==> config.mk <==
export PLATFORM = sky130hd
export DESIGN_NAME = rclfo_ctrl
export DESIGN_NICKNAME = d
export VERILOG_FILES = /design/src/rclfo_pkg.sv /design/src/rclfo_ctrl.sv
export VERILOG_INCLUDE_DIRS = /design/src /design/src/src
export SDC_FILE = /design/constraint.sdc
export NUM_CORES = 1
export LEC_CHECK = 0
export BUFFER_PORTS_ARGS = -buffer_cell sky130_fd_sc_hd__buf_2
export CELL_PAD_IN_SITES_DETAIL_PLACEMENT = 0
export CELL_PAD_IN_SITES_GLOBAL_PLACEMENT = 1
export CORE_ASPECT_RATIO = 0.6
export CORE_MARGIN = 2
export CORE_UTILIZATION = 41
export DETAILED_ROUTE_END_ITERATION = 8
export HOLD_SLACK_MARGIN = 0.1
export PLACE_DENSITY_LB_ADDON = 0.15
export SLEW_MARGIN = 0
export SYNTH_ARGS = -nofsm -noshare
export SYNTH_HDL_FRONTEND = slang
export SYNTH_SLANG_ARGS = --single-unit
==> constraint.sdc <==
create_clock -name clk -period 6.11 [get_ports clk]
set_clock_uncertainty 0.1 [all_clocks]
set_input_delay 0.611 -clock clk [delete_from_list [all_inputs] [get_ports clk]]
set_output_delay 0.611 -clock clk [all_outputs]
set_load 0.005 [all_outputs]
==> src/roulette_curve_lfo_unit_defines.svh <==
// assertion macros used by the roulette curve lfo sequencer
`ifndef ROULETTE_CURVE_LFO_UNIT_DEFINES_SVH
`define ROULETTE_CURVE_LFO_UNIT_DEFINES_SVH
`ifndef SYNTH
// same-cycle implication
`define RCLFO_ASSERT_IMPL(lbl, clk_s, rstn_s, ante, cons) \
    lbl: assert property (@(posedge clk_s) disable iff (!rstn_s) (ante) |-> (cons)) \
        else $error("rclfo: assertion failed");
// next-cycle implication
`define RCLFO_ASSERT_NEXT(lbl, clk_s, rstn_s, ante, cons) \
    lbl: assert property (@(posedge clk_s) disable iff (!rstn_s) (ante) |=> (cons)) \
        else $error("rclfo: assertion failed");
`else
`define RCLFO_ASSERT_IMPL(lbl, clk_s, rstn_s, ante, cons)
`define RCLFO_ASSERT_NEXT(lbl, clk_s, rstn_s, ante, cons)
`endif
`endif

==> src/rclfo_pkg.sv <==
package rclfo_pkg;

    localparam int CORDIC_STEPS = 28;
    localparam int CORDIC_W     = 34;
    localparam logic [31:0] CORDIC_GAIN_Q30 = 32'd652032874;
    localparam int PEAK_OUT     = 20480;

    localparam logic [31:0] ATAN_TURNS [0:CORDIC_STEPS-1] = '{
        32'd536870912, 32'd316933406, 32'd167458907, 32'd85004756, 32'd42667331,
        32'd21354465, 32'd10679838, 32'd5340245, 32'd2670163, 32'd1335087,
        32'd667544, 32'd333772, 32'd166886, 32'd83443, 32'd41722, 32'd20861,
        32'd10430, 32'd5215, 32'd2608, 32'd1304, 32'd652, 32'd326, 32'd163,
        32'd81, 32'd41, 32'd20, 32'd10, 32'd5
    };

    // integer square root, evaluated at elaboration only
    function automatic logic [63:0] isqrt64(input logic [63:0] n_in);
        logic [63:0] n;
        logic [63:0] res;
        logic [63:0] bits;
        n    = n_in;
        res  = 64'd0;
        bits = 64'h4000_0000_0000_0000;
        for (int i = 0; i < 32; i++) begin
            if (n >= res + bits) begin
                n   = n - (res + bits);
                res = (res >> 1) + bits;
            end else begin
                res = res >> 1;
            end
            bits = bits >> 2;
        end
        return res;
    endfunction

    // q30 value of 2^(2^-j)
    function automatic logic [31:0] exp2_coef(input int j);
        logic [63:0] c;
        c = isqrt64(64'd1 << 61);
        for (int t = 1; t < 10; t++) begin
            if (t < j) begin
                c = isqrt64(c << 30);
            end
        end
        return c[31:0];
    endfunction

    // fraction bit b of the pitch uses coefficient 10-b
    localparam logic [31:0] EXP_COEF [0:9] = '{
        exp2_coef(10), exp2_coef(9), exp2_coef(8), exp2_coef(7), exp2_coef(6),
        exp2_coef(5), exp2_coef(4), exp2_coef(3), exp2_coef(2), exp2_coef(1)
    };

    typedef enum logic [2:0] {
        CFG_FIXED_RADIUS    = 3'd0,
        CFG_ROTATING_RADIUS = 3'd1,
        CFG_DISTANCE        = 3'd2,
        CFG_FREQUENCY       = 3'd3,
        CFG_CURVE_MODE      = 3'd4,
        CFG_DIST_TRACKS     = 3'd5,
        CFG_SAMPLE_RATE     = 3'd6
    } cfg_idx_t;

    typedef struct packed {
        logic [14:0]        fixed_radius_knob;
        logic [13:0]        rotating_radius_knob;
        logic [13:0]        distance_knob;
        logic signed [13:0] frequency_knob;
        logic               curve_mode;
        logic               distance_tracks_radius;
        logic [17:0]        sample_rate_hz;
    } cfg_t;

    typedef enum logic [4:0] {
        S_IDLE, S_EXP, S_INC_START, S_INC_WAIT, S_MUL, S_ANG_START, S_ANG_WAIT,
        S_C1_START, S_C1_WAIT, S_C2_START, S_C2_WAIT, S_MX1, S_MX2, S_MX3, S_MY2,
        S_MY3, S_SX_MUL, S_SX_START, S_SX_WAIT, S_SY_MUL, S_SY_START, S_SY_WAIT,
        S_DONE
    } state_t;

    typedef enum logic [4:0] {
        OP_NONE, OP_LOAD, OP_EXP, OP_INC_DONE, OP_MUL, OP_ANG_DONE, OP_C1_DONE,
        OP_C2_DONE, OP_MX1, OP_MX2, OP_MX3, OP_MY2, OP_MY3, OP_SX, OP_SX_DONE,
        OP_SY, OP_SY_DONE, OP_OUT
    } dp_op_t;

    typedef enum logic [1:0] {
        DIV_INC, DIV_ANG, DIV_SCALE
    } div_sel_t;

    typedef struct packed {
        dp_op_t     op;
        logic [3:0] step;
        logic       div_start;
        div_sel_t   div_sel;
        logic       cordic_start;
        logic       angle_sel;
    } cmd_t;

    typedef struct packed {
        logic div_done;
        logic cordic_done;
    } status_t;

endpackage

==> src/rclfo_ctrl.sv <==
`include "roulette_curve_lfo_unit_defines.svh"

module rclfo_ctrl (
    input  logic                clk,
    input  logic                rst_n,
    input  logic                in_valid,
    output logic                in_ready,
    output logic                out_valid,
    input  logic                out_ready,
    output rclfo_pkg::cmd_t     cmd,
    input  rclfo_pkg::status_t  status
);
    import rclfo_pkg::*;

    state_t     state_reg, state_next;
    logic [3:0] step_reg, step_next;
    logic       out_valid_reg, out_valid_next;
    logic       out_free;

    assign out_free = !out_valid_reg || out_ready;

    always_comb begin
        state_next = state_reg;
        step_next  = step_reg;
        case (state_reg)
            S_IDLE: begin
                if (in_valid) begin
                    state_next = S_EXP;
                    step_next  = '0;
                end
            end
            S_EXP: begin
                step_next = step_reg + 1'b1;
                if (step_reg == 4'd9) begin
                    state_next = S_INC_START;
                end
            end
            S_INC_START: state_next = S_INC_WAIT;
            S_INC_WAIT: begin
                if (status.div_done) begin
                    state_next = S_MUL;
                    step_next  = '0;
                end
            end
            S_MUL: begin
                step_next = step_reg + 1'b1;
                if (step_reg == 4'd14) begin
                    state_next = S_ANG_START;
                end
            end
            S_ANG_START: state_next = S_ANG_WAIT;
            S_ANG_WAIT:  if (status.div_done) state_next = S_C1_START;
            S_C1_START:  state_next = S_C1_WAIT;
            S_C1_WAIT:   if (status.cordic_done) state_next = S_C2_START;
            S_C2_START:  state_next = S_C2_WAIT;
            S_C2_WAIT:   if (status.cordic_done) state_next = S_MX1;
            S_MX1:       state_next = S_MX2;
            S_MX2:       state_next = S_MX3;
            S_MX3:       state_next = S_MY2;
            S_MY2:       state_next = S_MY3;
            S_MY3:       state_next = S_SX_MUL;
            S_SX_MUL:    state_next = S_SX_START;
            S_SX_START:  state_next = S_SX_WAIT;
            S_SX_WAIT:   if (status.div_done) state_next = S_SY_MUL;
            S_SY_MUL:    state_next = S_SY_START;
            S_SY_START:  state_next = S_SY_WAIT;
            S_SY_WAIT:   if (status.div_done) state_next = S_DONE;
            S_DONE:      if (out_free) state_next = S_IDLE;
            default:     state_next = S_IDLE;
        endcase
    end

    always_comb begin
        cmd.op           = OP_NONE;
        cmd.step         = step_reg;
        cmd.div_start    = 1'b0;
        cmd.div_sel      = DIV_INC;
        cmd.cordic_start = 1'b0;
        cmd.angle_sel    = 1'b0;
        out_valid_next   = out_valid_reg && !out_ready;
        case (state_reg)
            S_IDLE:      if (in_valid) cmd.op = OP_LOAD;
            S_EXP:       cmd.op = OP_EXP;
            S_INC_START: cmd.div_start = 1'b1;
            S_INC_WAIT:  if (status.div_done) cmd.op = OP_INC_DONE;
            S_MUL:       cmd.op = OP_MUL;
            S_ANG_START: begin
                cmd.div_start = 1'b1;
                cmd.div_sel   = DIV_ANG;
            end
            S_ANG_WAIT: begin
                cmd.div_sel = DIV_ANG;
                if (status.div_done) cmd.op = OP_ANG_DONE;
            end
            S_C1_START:  cmd.cordic_start = 1'b1;
            S_C1_WAIT:   if (status.cordic_done) cmd.op = OP_C1_DONE;
            S_C2_START: begin
                cmd.cordic_start = 1'b1;
                cmd.angle_sel    = 1'b1;
            end
            S_C2_WAIT:   if (status.cordic_done) cmd.op = OP_C2_DONE;
            S_MX1:       cmd.op = OP_MX1;
            S_MX2:       cmd.op = OP_MX2;
            S_MX3:       cmd.op = OP_MX3;
            S_MY2:       cmd.op = OP_MY2;
            S_MY3:       cmd.op = OP_MY3;
            S_SX_MUL:    cmd.op = OP_SX;
            S_SX_START: begin
                cmd.div_start = 1'b1;
                cmd.div_sel   = DIV_SCALE;
            end
            S_SX_WAIT: begin
                cmd.div_sel = DIV_SCALE;
                if (status.div_done) cmd.op = OP_SX_DONE;
            end
            S_SY_MUL:    cmd.op = OP_SY;
            S_SY_START: begin
                cmd.div_start = 1'b1;
                cmd.div_sel   = DIV_SCALE;
            end
            S_SY_WAIT: begin
                cmd.div_sel = DIV_SCALE;
                if (status.div_done) cmd.op = OP_SY_DONE;
            end
            S_DONE: begin
                if (out_free) begin
                    cmd.op         = OP_OUT;
                    out_valid_next = 1'b1;
                end
            end
            default: begin
            end
        endcase
    end

    always_ff @(posedge clk or negedge rst_n) begin
        if (!rst_n) begin
            state_reg     <= S_IDLE;
            step_reg      <= '0;
            out_valid_reg <= 1'b0;
        end else begin
            state_reg     <= state_next;
            step_reg      <= step_next;
            out_valid_reg <= out_valid_next;
        end
    end

    assign in_ready  = (state_reg == S_IDLE);
    assign out_valid = out_valid_reg;

    `RCLFO_ASSERT_NEXT(a_div_no_early_done, clk, rst_n, cmd.div_start, !status.div_done)
    `RCLFO_ASSERT_NEXT(a_cordic_no_early_done, clk, rst_n, cmd.cordic_start, !status.cordic_done)
    `RCLFO_ASSERT_IMPL(a_out_from_load, clk, rst_n, $rose(out_valid_reg), $past(cmd.op == OP_OUT))

endmodule

==> metrics.csv, run 1 <==
stage;metric;value;unit
status;outcome;finished, final reports clean;
place;place.port_buffers;21;
sta;grt_setup_unrepaired;no;
sta;slew_headroom;44.11;%
route;drt-vias-per-instance;5.546;
synth;avg_synthesized_cell_area;7.230;µm²
clock_tree;htreeDepth;1;
clock_tree;cts_hold_repair.buffers;0;
final_layout;layout.nets;163;
route;drt-wirelength-per-cell;14.00;µm
clock_tree;clock-sinks;10;
synth;yosys.cell_types.count;42;
worst_setup_path;worstPathArrival;2.16;ns
global_routing;antenna_found_initial;0;
worst_setup_path;endpoint_kind;output port;
power_and_ir_drop;max-vdd-ir-drop;0.2773;mV
clock_tree;cts_root_buffer;clkbuf_8;
synth;post_synth_edffs;0;
synth;ys_ff_latch;10;
floorplanning;initial_utilization;45.09;%
synth;yosysWarnings;0;
floorplanning;die_height;42.49;µm
sta;min_period_over_period;46.99;%
final_layout;largest_reg_flops;5;
synth;yosysSeqAreaShare;24.72;%
clock_tree;clk-insertion-delay-late;0.24;ns
final_layout;post_route_cells_drive_above_1_share;19.61;%
route;residual_drc;0;
synth;instance_count_of_the_mapped_netlist;140;
global_routing;first_global_vias;830;
route;num_vias;1015;
final_layout;area_growth;13.84;%
sta;finalSetupViolations;0;
sta;hold_viol;0;
global_routing;largest_net_degree_at_the_start_of_global_routing;29;
power_and_ir_drop;leakagePower;0.0005401;µW
sta;fin_hold_ws;0.1253;ns
route;wirelength;2562;µm
synth;synthesis.area;0.001012;mm²
worst_setup_path;required;5.40;ns
clock_tree;post-cts-setup-buffer-count;0;
sta;final.min_clock_period;2.871;ns
synth;dominantRegCellSynth;dfrtp_1;
route;drt_pre_antenna_iters;6;
floorplanning;die-area;0.002895;mm²
clock_tree;cts_tree;done;
worst_setup_path;largest_driver_fanout_on_the_critical_path;21;
clock_tree;cts_buffer_depth;2;
final_layout;layout_common_cells;buf_2 (21), nor2_1 (19), nand2_1 (15), o21ai_0 (11), dfrtp_1 (10);
final_layout;number_of_diodes;0;
synth;async_reset_ff_share;100.0;%
clock_tree;cts_repair_resize_count;0;
clock_tree;clk_pin_slew;0.05;ns
sta;max_slew.worst_pin.slew;0.8383;ns
worst_setup_path;path_class;reg -> out;
worst_setup_path;start_kind;flop;
floorplanning;die_x;68.15;µm
place;routabilityCongestion;0.7589;
place;dp_hpwl;1877;µm
sta;final_max_slew_viol_count;0;
final_layout;mostFrequentLayoutCell;buf_2;
synth;synthesis.nets;149;
floorplanning;floorplan.io_pins;22;
global_routing;grt.overflow.total;0;
route;drt.antenna.violating_nets;0;
hold_path;hold_wc_path_type;in -> async;
global_routing;grt.total_usage;18.89;%
power_and_ir_drop;power_per_cell_area;582.7;mW/mm²
global_routing;first_pass_grt_wire_length;4153;µm
route;drtIter0Drc;101;
run;drv_cap;0;
sta;max_clock_freq;348.3;MHz
floorplanning;fp.coreArea;0.002245;mm²
floorplanning;core.rowCount;13;
clock_tree;tritoncts.num_buffers;3;
sta;totalNegativeSetupSlack;0;ns
==> per-stage QoR <==
stage               area, µm²  total power (µW)  std cells  worst slack, ns  util, %
floorplan                1012             485.5        140            3.877        -
global placement         1097             580.1        179            3.502    48.89
detailed placement       1097             586.7        179            3.489    48.89
CTS                      1152             672.8        183            3.231    51.34
global route             1152             740.4        183            3.065    51.34
finish                   1152             671.5        183            3.239    51.34
==> worst paths after layout <==
| path | start | endpoint | slack [ns] | cells after the start |
|---|---|---|---|---|
| max | state_reg[4] | cmd[9] | 3.24 | 6 |
| min | rst_n | state_reg[4] | 0.13 | 1 |
| max reg2reg | state_reg[2] | state_reg[1] | 3.51 | 5 |
| min reg2reg | step_reg[3] | step_reg[3] | 0.47 | 2 |
| max in group asynchronous | rst_n | state_reg[1] | 5.59 | 1 |
| min in group clk | step_reg[3] | step_reg[3] | 0.47 | 2 |
==> power breakdown <==
part / leakage (µW) / internal (µW) / switching, µW
Combinational: 0.000384 / 187 / 197
Clock: 0.0000288 / 56.8 / 28.1
Sequential: 0.000127 / 94.8 / 107
==> cell usage after synthesis (all sizes together), types with 4 or more instances <==
| master | instances | area [µm²] |
|---|---|---|
| buf | 5 | 31.28 |
| nor3 | 6 | 35.03 |
| o21ai | 11 | 55.05 |
| xor2 | 4 | 35.03 |
| dfrtp | 10 | 250.2 |
| nor2b | 4 | 25.02 |
| nand2 | 15 | 56.30 |
| inv | 6 | 22.52 |
| nand3 | 5 | 25.02 |
| clkbuf | 7 | 26.28 |
| a21oi | 7 | 35.03 |
| nor2 | 19 | 71.32 |
==> routing by layer <==
metal	track usage, %	routed length, µm	share of wire (%)
met1	31.22	1335	52
met3	6.720	184	7.2
met5	0	0	0
met2	22.33	1042	41
met4	3.200	0	0
==> worst max-delay path, cell delays in order (launching register included) <==
cell,delay (ns)
dfrtp_1,0.75
nor2b_1,0.24
and3_1,0.26
a21oi_1,0.12
nor3_1,0.06
or3_1,0.36
buf_2,0.13
==> final cells by class <==
class / count / area (µm²)
tap: 30 / 37.54
inverter: 6 / 22.52
sequential: 10 / 250.2
timing repair buffer: 21 / 105.1
clock buffer: 4 / 55.05
multi-input combinational: 112 / 681.9
fill: 236 / 1092
==> cell families (layout without fill, tap and decap cells) <==
kind of cell / Yosys count / in the layout / synth area share (%)
DFF: 10 / 10 / 24.72
adders and majority gates: 3 / 3 / 3.709
xor gates and xnor gates: 6 / 6 / 5.192
muxes: 2 / 2 / 2.472
and+or+nand+nor: 67 / 67 / 33.74
AOI/OAI and AO/OA: 34 / 34 / 22.25
buffers and inverters: 18 / 31 / 7.911
Power figures use the tool's default switching activity.
==> run 2: changes to the inputs <==
Settings changed: ABC_AREA from default to 1, CORE_UTILIZATION 41 to 37.
Clock period 6.11 ns to 2.91 ns, I/O delays scaled along.
==> metrics.csv, run 2 <==
stage;metric;value;unit
sta;finalSetupViolations;0;
clock_tree;htreeDepth;1;
sta;slew_headroom;67.10;%
sta;min_period_over_period;76.72;%
worst_setup_path;required;2.52;ns
global_routing;grt.overflow.total;0;
global_routing;largest_net_degree_at_the_start_of_global_routing;13;
worst_setup_path;worstRegToRegCells;8;
clock_tree;cts_root_buffer;clkbuf_8;
sta;final_max_slew_viol_count;0;
sta;totalNegativeSetupSlack;0;ns
final_layout;fillers;309;
place;dp_hpwl;2682;µm
floorplanning;die-area;0.003475;mm²
sta;final.min_clock_period;2.233;ns
sta;fin_hold_ws;0.1833;ns
synth;synth_top_area_share;22.50;%
power_and_ir_drop;leakagePower;0.0007592;µW
synth;post_synth_edffs;0;
clock_tree;clk_pin_slew;0.04;ns
hold_path;hold_path_startpoint;out_ready;
synth;avg_synthesized_cell_area;6.045;µm²
status;outcome;finished, final reports clean;
worst_setup_path;reg2reg_setup_slack;1.12;ns
synth;post-synth-top-count-cell;nand2_1;
power_and_ir_drop;p_seq_share;21.9;%
power_and_ir_drop;max-vdd-ir-drop;0.5353;mV
synth;synthesis.nets;193;
power_and_ir_drop;swShare;55.82;%
route;residual_drc;0;
clock_tree;cts_tree;done;
synth;synth.top_cells.by_area;dfrtp_1 (22%), nand2_1 (18%), nand3_1 (9.4%);
synth;yosys.cell_types.count;26;
global_routing;first_pass_grt_wire_length;5168;µm
worst_setup_path;worstPathArrival;1.84;ns
worst_setup_path;start_kind;flop;
power_and_ir_drop;intPower;598.8;µW
final_layout;layout.nets;217;
worst_setup_path;r2r_end;state_reg[2];
final_layout;area_growth;16.99;%
global_routing;first_global_vias;1049;
place;place.port_buffers;21;
sta;hold_viol;0;
clock_tree;cts_buffer_depth;2;
sta;max_clock_freq;447.9;MHz
power_and_ir_drop;switchingPower;756.7;µW
route;drt_pre_antenna_iters;4;
final_layout;largest_reg_flops;5;
route;drt.antenna.violating_nets;0;
synth;synthSimpleGateAreaFrac;56.58;%
hold_path;hold-path-cell-count;2;
final_layout;post-route-util;45.32;%
floorplanning;fp.coreArea;0.002872;mm²
synth;synthesis.area;0.001112;mm²
worst_setup_path;largest_driver_fanout_on_the_critical_path;12;
sta;grt_setup_unrepaired;no;
synth;instance_count_of_the_mapped_netlist;184;
power_and_ir_drop;power.total;1355;µW
synth;synthAdderAreaFrac;3.375;%
clock_tree;tritoncts.num_buffers;3;
synth;ys_ff_latch;10;
synth;dominantRegCellSynth;dfrtp_1;
final_layout;post_route_cells_drive_above_1_share;23.79;%
route;drt-vias-per-instance;5.105;
synth;dominant_combinational_cell_family_by_area_after_synthesis;simple AND/OR/NAND/NOR gates;
power_and_ir_drop;pwr-share-clk;9.9;%
final_layout;mostFrequentLayoutCell;nand2_1;
floorplanning;die_x;74.79;µm
synth;yosys-mux-area-fraction;0;%
route;wirelength;3222;µm
synth;async_reset_ff_share;100.0;%
floorplanning;core.rowCount;15;
worst_setup_path;path_class;reg -> out;
synth;synthTopCellsByCount;nand2_1 (52), nor2_1 (28), nand3_1 (21), inv_1 (17), dfrtp_1 (10);
final_layout;number_of_diodes;0;
worst_setup_path;endpoint_kind;output port;
global_routing;antenna_found_initial;0;
floorplanning;die_height;46.47;µm
power_and_ir_drop;power_per_cell_area;1042;mW/mm²
route;drt-wirelength-per-cell;12.99;µm
synth;synthDominantAreaCellType;dfrtp_1;
place;placed_cells;244;
worst_setup_path;timing.rr.start;state_reg[2];
synth;yosysWarnings;0;
clock_tree;clock-sinks;10;
route;drtIter0Drc;164;
synth;yosysSeqAreaShare;22.50;%
run;drv_cap;0;
global_routing;grt.total_usage;20.41;%
hold_path;hold_wc_path_type;in -> reg;
final_layout;fin_cells;248;
floorplanning;floorplan.io_pins;22;
place;routabilityCongestion;0.9348;
clock_tree;clk-insertion-delay-late;0.23;ns
hold_path;timing.hold.worst_endpoint;out_valid;
synth;synth-compound-area-share;7.087;%
power_and_ir_drop;comb_power_share;68.2;%
final_layout;layout_common_cells;nand2_1 (52), nor2_1 (28), nand3_1 (21), buf_2 (21), inv_1 (17);
synth;xor_xnor_fraction_of_synth_area;1.575;%
sta;max_slew.worst_pin.slew;0.4917;ns
route;num_vias;1266;
floorplanning;initial_utilization;38.74;%
-- run 2: worst max-delay path by stage --
stage | end | startpoint | cells after the start
after floorplan | cmd[12] | state_reg[4] | 8
after global placement | cmd[12] | state_reg[4] | 7
after detailed placement | cmd[10] | state_reg[4] | 8
after CTS | cmd[10] | state_reg[4] | 8
after global routing | cmd[11] | state_reg[4] | 8
final | cmd[12] | state_reg[4] | 7
-- run 2: through the flow --
step	area, µm²	setup WS [ns]
floorplan	1112	1.275
detailed placement	1250	0.9441
CTS	1301	0.6950
finish	1301	0.6775
global route	1301	0.5097
global placement	1250	0.9534
-- run 2: area by class of cell --
| type | count | area [µm²] | share of cell area, % |
|---|---|---|---|
| Multi-Input combinational cell | 150 | 763.2 | 58.65 |
| Inverter | 21 | 78.83 | 6.058 |
| Timing Repair Buffer | 22 | 115.1 | 8.846 |
| Sequential cell | 10 | 250.2 | 19.23 |
| Tap cell | 42 | 52.55 | 4.038 |
| Clock buffer | 3 | 41.29 | 3.173 |
-- run 2: per-layer routing --
metal / track usage [%] / wire [µm]
met1: 33.29 / 1687
met2: 25.66 / 1216
met3: 7.002 / 318
met4: 1.071 / 0
met5: 0 / 0
-- run 2: critical path, stage by stage (launching register included) --
cell and delay (ns):
dfrtp_1 0.55, inv_2 0.19, nand2_2 0.16, nor2_2 0.06, nor2_1 0.16, nand2_1 0.06
or3_1 0.30, buf_2 0.13
-- run 2: cell families after synthesis --
group,Yosys count
buffers and inverters,24
adder cells (fa/ha/maj),3
XOR/XNOR,2
AO/OA/AOI/OAI,13
flip-flops,10
AND/OR/NAND/NOR,132
-- run 2: timing repair --
action,4_1_cts,5_1_grt
endpoints found under the hold margin,10,0
setup buffers,0,0
hold buffers,1,0
resized for setup,0,0
-- run 2: power by group through the flow --
stage / logic [µW] / clock network, µW / registers (µW)
after detailed placement: 909 / 0 / 297
after global routing: 1040 / 149 / 310
after CTS: 914 / 137 / 296
final: 925 / 134 / 297
after global placement: 913 / 0 / 295
after floorplan: 687 / 0 / 258
==> run 3: changes to the inputs <==
Settings changed: ABC_AREA 1 to 0, CORE_UTILIZATION 37 to 38.
Clock period 2.91 ns to 2.3 ns, I/O delays scaled along.
==> metrics.csv, run 3 (synthesized netlist as in run 1, its figures left out) <==
stage;metric;value;unit
status;outcome;finished, final reports clean;
global_routing;antenna_found_initial;0;
worst_setup_path;slowest_stage;dfrtp_1;
final_layout;layout.nets;174;
route;drt_pre_antenna_iters;4;
clock_tree;cts_tree;done;
sta;min_period_over_period;95.76;%
clock_tree;clk-insertion-delay-late;0.24;ns
global_routing;first_pass_grt_wire_length;4774;µm
power_and_ir_drop;max-vdd-ir-drop;0.7222;mV
worst_setup_path;path_class;reg -> out;
global_routing;first_global_vias;936;
global_routing;largest_net_degree_at_the_start_of_global_routing;19;
route;drt-vias-per-instance;5.469;
route;num_vias;1072;
worst_setup_path;endpoint_kind;output port;
power_and_ir_drop;intPower;1015;µW
route;wirelength;2788;µm
place;place.port_buffers;21;
place;routabilityCongestion;0.7997;
final_layout;mostFrequentLayoutCell;buf_2;
sta;finalSetupViolations;0;
route;drt-wirelength-per-cell;14.22;µm
worst_setup_path;slowest_delay;0.41;ns
sta;post-route-worst-setup-slack;0.09743;ns
sta;grt_setup_unrepaired;no;
worst_setup_path;path_cells;buf_4, and2_1, a31oi_1, nor2_1, or3_1, buf_2;
worst_setup_path;largest_driver_fanout_on_the_critical_path;16;
floorplanning;initial_utilization;40.13;%
final_layout;area_growth;22.87;%
sta;totalNegativeSetupSlack;0;ns
floorplanning;die-area;0.003106;mm²
hold_path;hold_wc_path_type;in -> reg;
worst_setup_path;worstPathArrival;1.87;ns
clock_tree;cts_buffer_depth;2;
sta;final.min_clock_period;2.203;ns
power_and_ir_drop;comb_power_share;68.6;%
clock_tree;tritoncts.num_buffers;3;
clock_tree;htreeDepth;1;
power_and_ir_drop;switchingPower;931.8;µW
clock_tree;clk_pin_slew;0.05;ns
sta;max_clock_freq;454.0;MHz
place;dp_hpwl;2048;µm
floorplanning;die_x;70.63;µm
power_and_ir_drop;p_seq_share;19.7;%
floorplanning;fp.coreArea;0.002522;mm²
power_and_ir_drop;swShare;47.85;%
floorplanning;floorplan.io_pins;22;
worst_setup_path;crit_buf_inv;2;
worst_setup_path;start_kind;flop;
final_layout;layout_common_cells;buf_2 (21), nor2_1 (19), nand2_1 (15), o21ai_0 (11), dfrtp_1 (10);
power_and_ir_drop;power_per_cell_area;1566;mW/mm²
route;residual_drc;0;
sta;final_max_slew_viol_count;0;
clock_tree;clock-sinks;10;
final_layout;largest_reg_flops;5;
route;drt.antenna.violating_nets;0;
place;dp_slack;0.2235;ns
run;drv_cap;0;
floorplanning;die_height;43.98;µm
worst_setup_path;cell_class_contributing_the_biggest_share_of_worst_path_delay;simple AND/OR/NAND/NOR gates;
sta;max_slew.worst_pin.slew;0.4415;ns
sta;slew_headroom;70.57;%
floorplanning;core.rowCount;14;
final_layout;number_of_diodes;0;
power_and_ir_drop;leakagePower;0.0005952;µW
global_routing;grt.overflow.total;0;
sta;hold_viol;0;
power_and_ir_drop;pwr-share-clk;11.8;%
global_routing;grt.total_usage;20.35;%
worst_setup_path;required;1.97;ns
clock_tree;cts_root_buffer;clkbuf_8;
route;drtIter0Drc;75;
final_layout;post_route_cells_drive_above_1_share;24.39;%
## run 3: layer usage
layer	part of all wire (%)	vias up	routed length, µm	global-route usage, %
met2	41	34	1143	28.11
met1	52	499	1438	30.62
met5	0	-	0	0
li1	-	537	-	-
met3	6.9	2	191	6.047
met4	0.54	0	15	5.283
## run 3: power by group through the flow
stage	sequential, µW	clock, µW	combinational (µW)
after global routing	404	243	1490
after CTS	381	234	1320
final	383	229	1340
after floorplan	320	0	970
after detailed placement	382	0	1310
after global placement	373	0	1310
## run 3: final cells by class
type / count / area, µm²
fill: 267 / 1279
timing repair buffer: 32 / 193.9
tap: 32 / 40.04
multi-input combinational: 112 / 681.9
sequential: 10 / 250.2
clock buffer: 4 / 55.05
inverter: 6 / 22.52
## run 3: worst register-to-register path: stages, from the launching register on
cell and delay, ns:
dfrtp_1 0.45, or4_4 0.55, or3_1 0.33, o221ai_2 0.13
nor3_2 0.12, mux2_4 0.30
## run 3: through the flow
| step | util (%) | std cells | cell area, µm² | hold slack, ns | total power (µW) |
|---|---|---|---|---|---|
| floorplan | - | 140 | 1012 | -0.1656 | 1290 |
| global placement | 46.58 | 191 | 1175 | 0.004406 | 1683 |
| detailed placement | 46.58 | 191 | 1175 | 0.007723 | 1695 |
| CTS | 49.16 | 196 | 1240 | 0.2544 | 1938 |
| global route | 49.31 | 196 | 1244 | 0.2962 | 2136 |
| finish | 49.31 | 196 | 1244 | 0.2584 | 1947 |
## run 3: final timing paths
| kind | from | endpoint | slack (ns) | depth (start not counted) |
|---|---|---|---|---|
| max reg2reg | state_reg[1] | state_reg[1] | 0.20 | 5 |
| max | state_reg[0] | cmd[9] | 0.1 | 6 |
| min reg2reg | out_valid | out_valid | 0.49 | 2 |
| max in group asynchronous | rst_n | step_reg[0] | 1.64 | 2 |
| min | out_ready | out_valid | 0.26 | 3 |
| min in group asynchronous | rst_n | state_reg[0] | 0.27 | 2 |
## run 3: repair_timing
| item | CTS | global route |
|---|---|---|
| gates resized for setup | 0 | 1 |
| hold buffers | 1 | 0 |
| setup buffers | 0 | 0 |
| setup endpoints to repair | 0 | 1 |
| endpoints found under the hold margin | 10 | 0 |
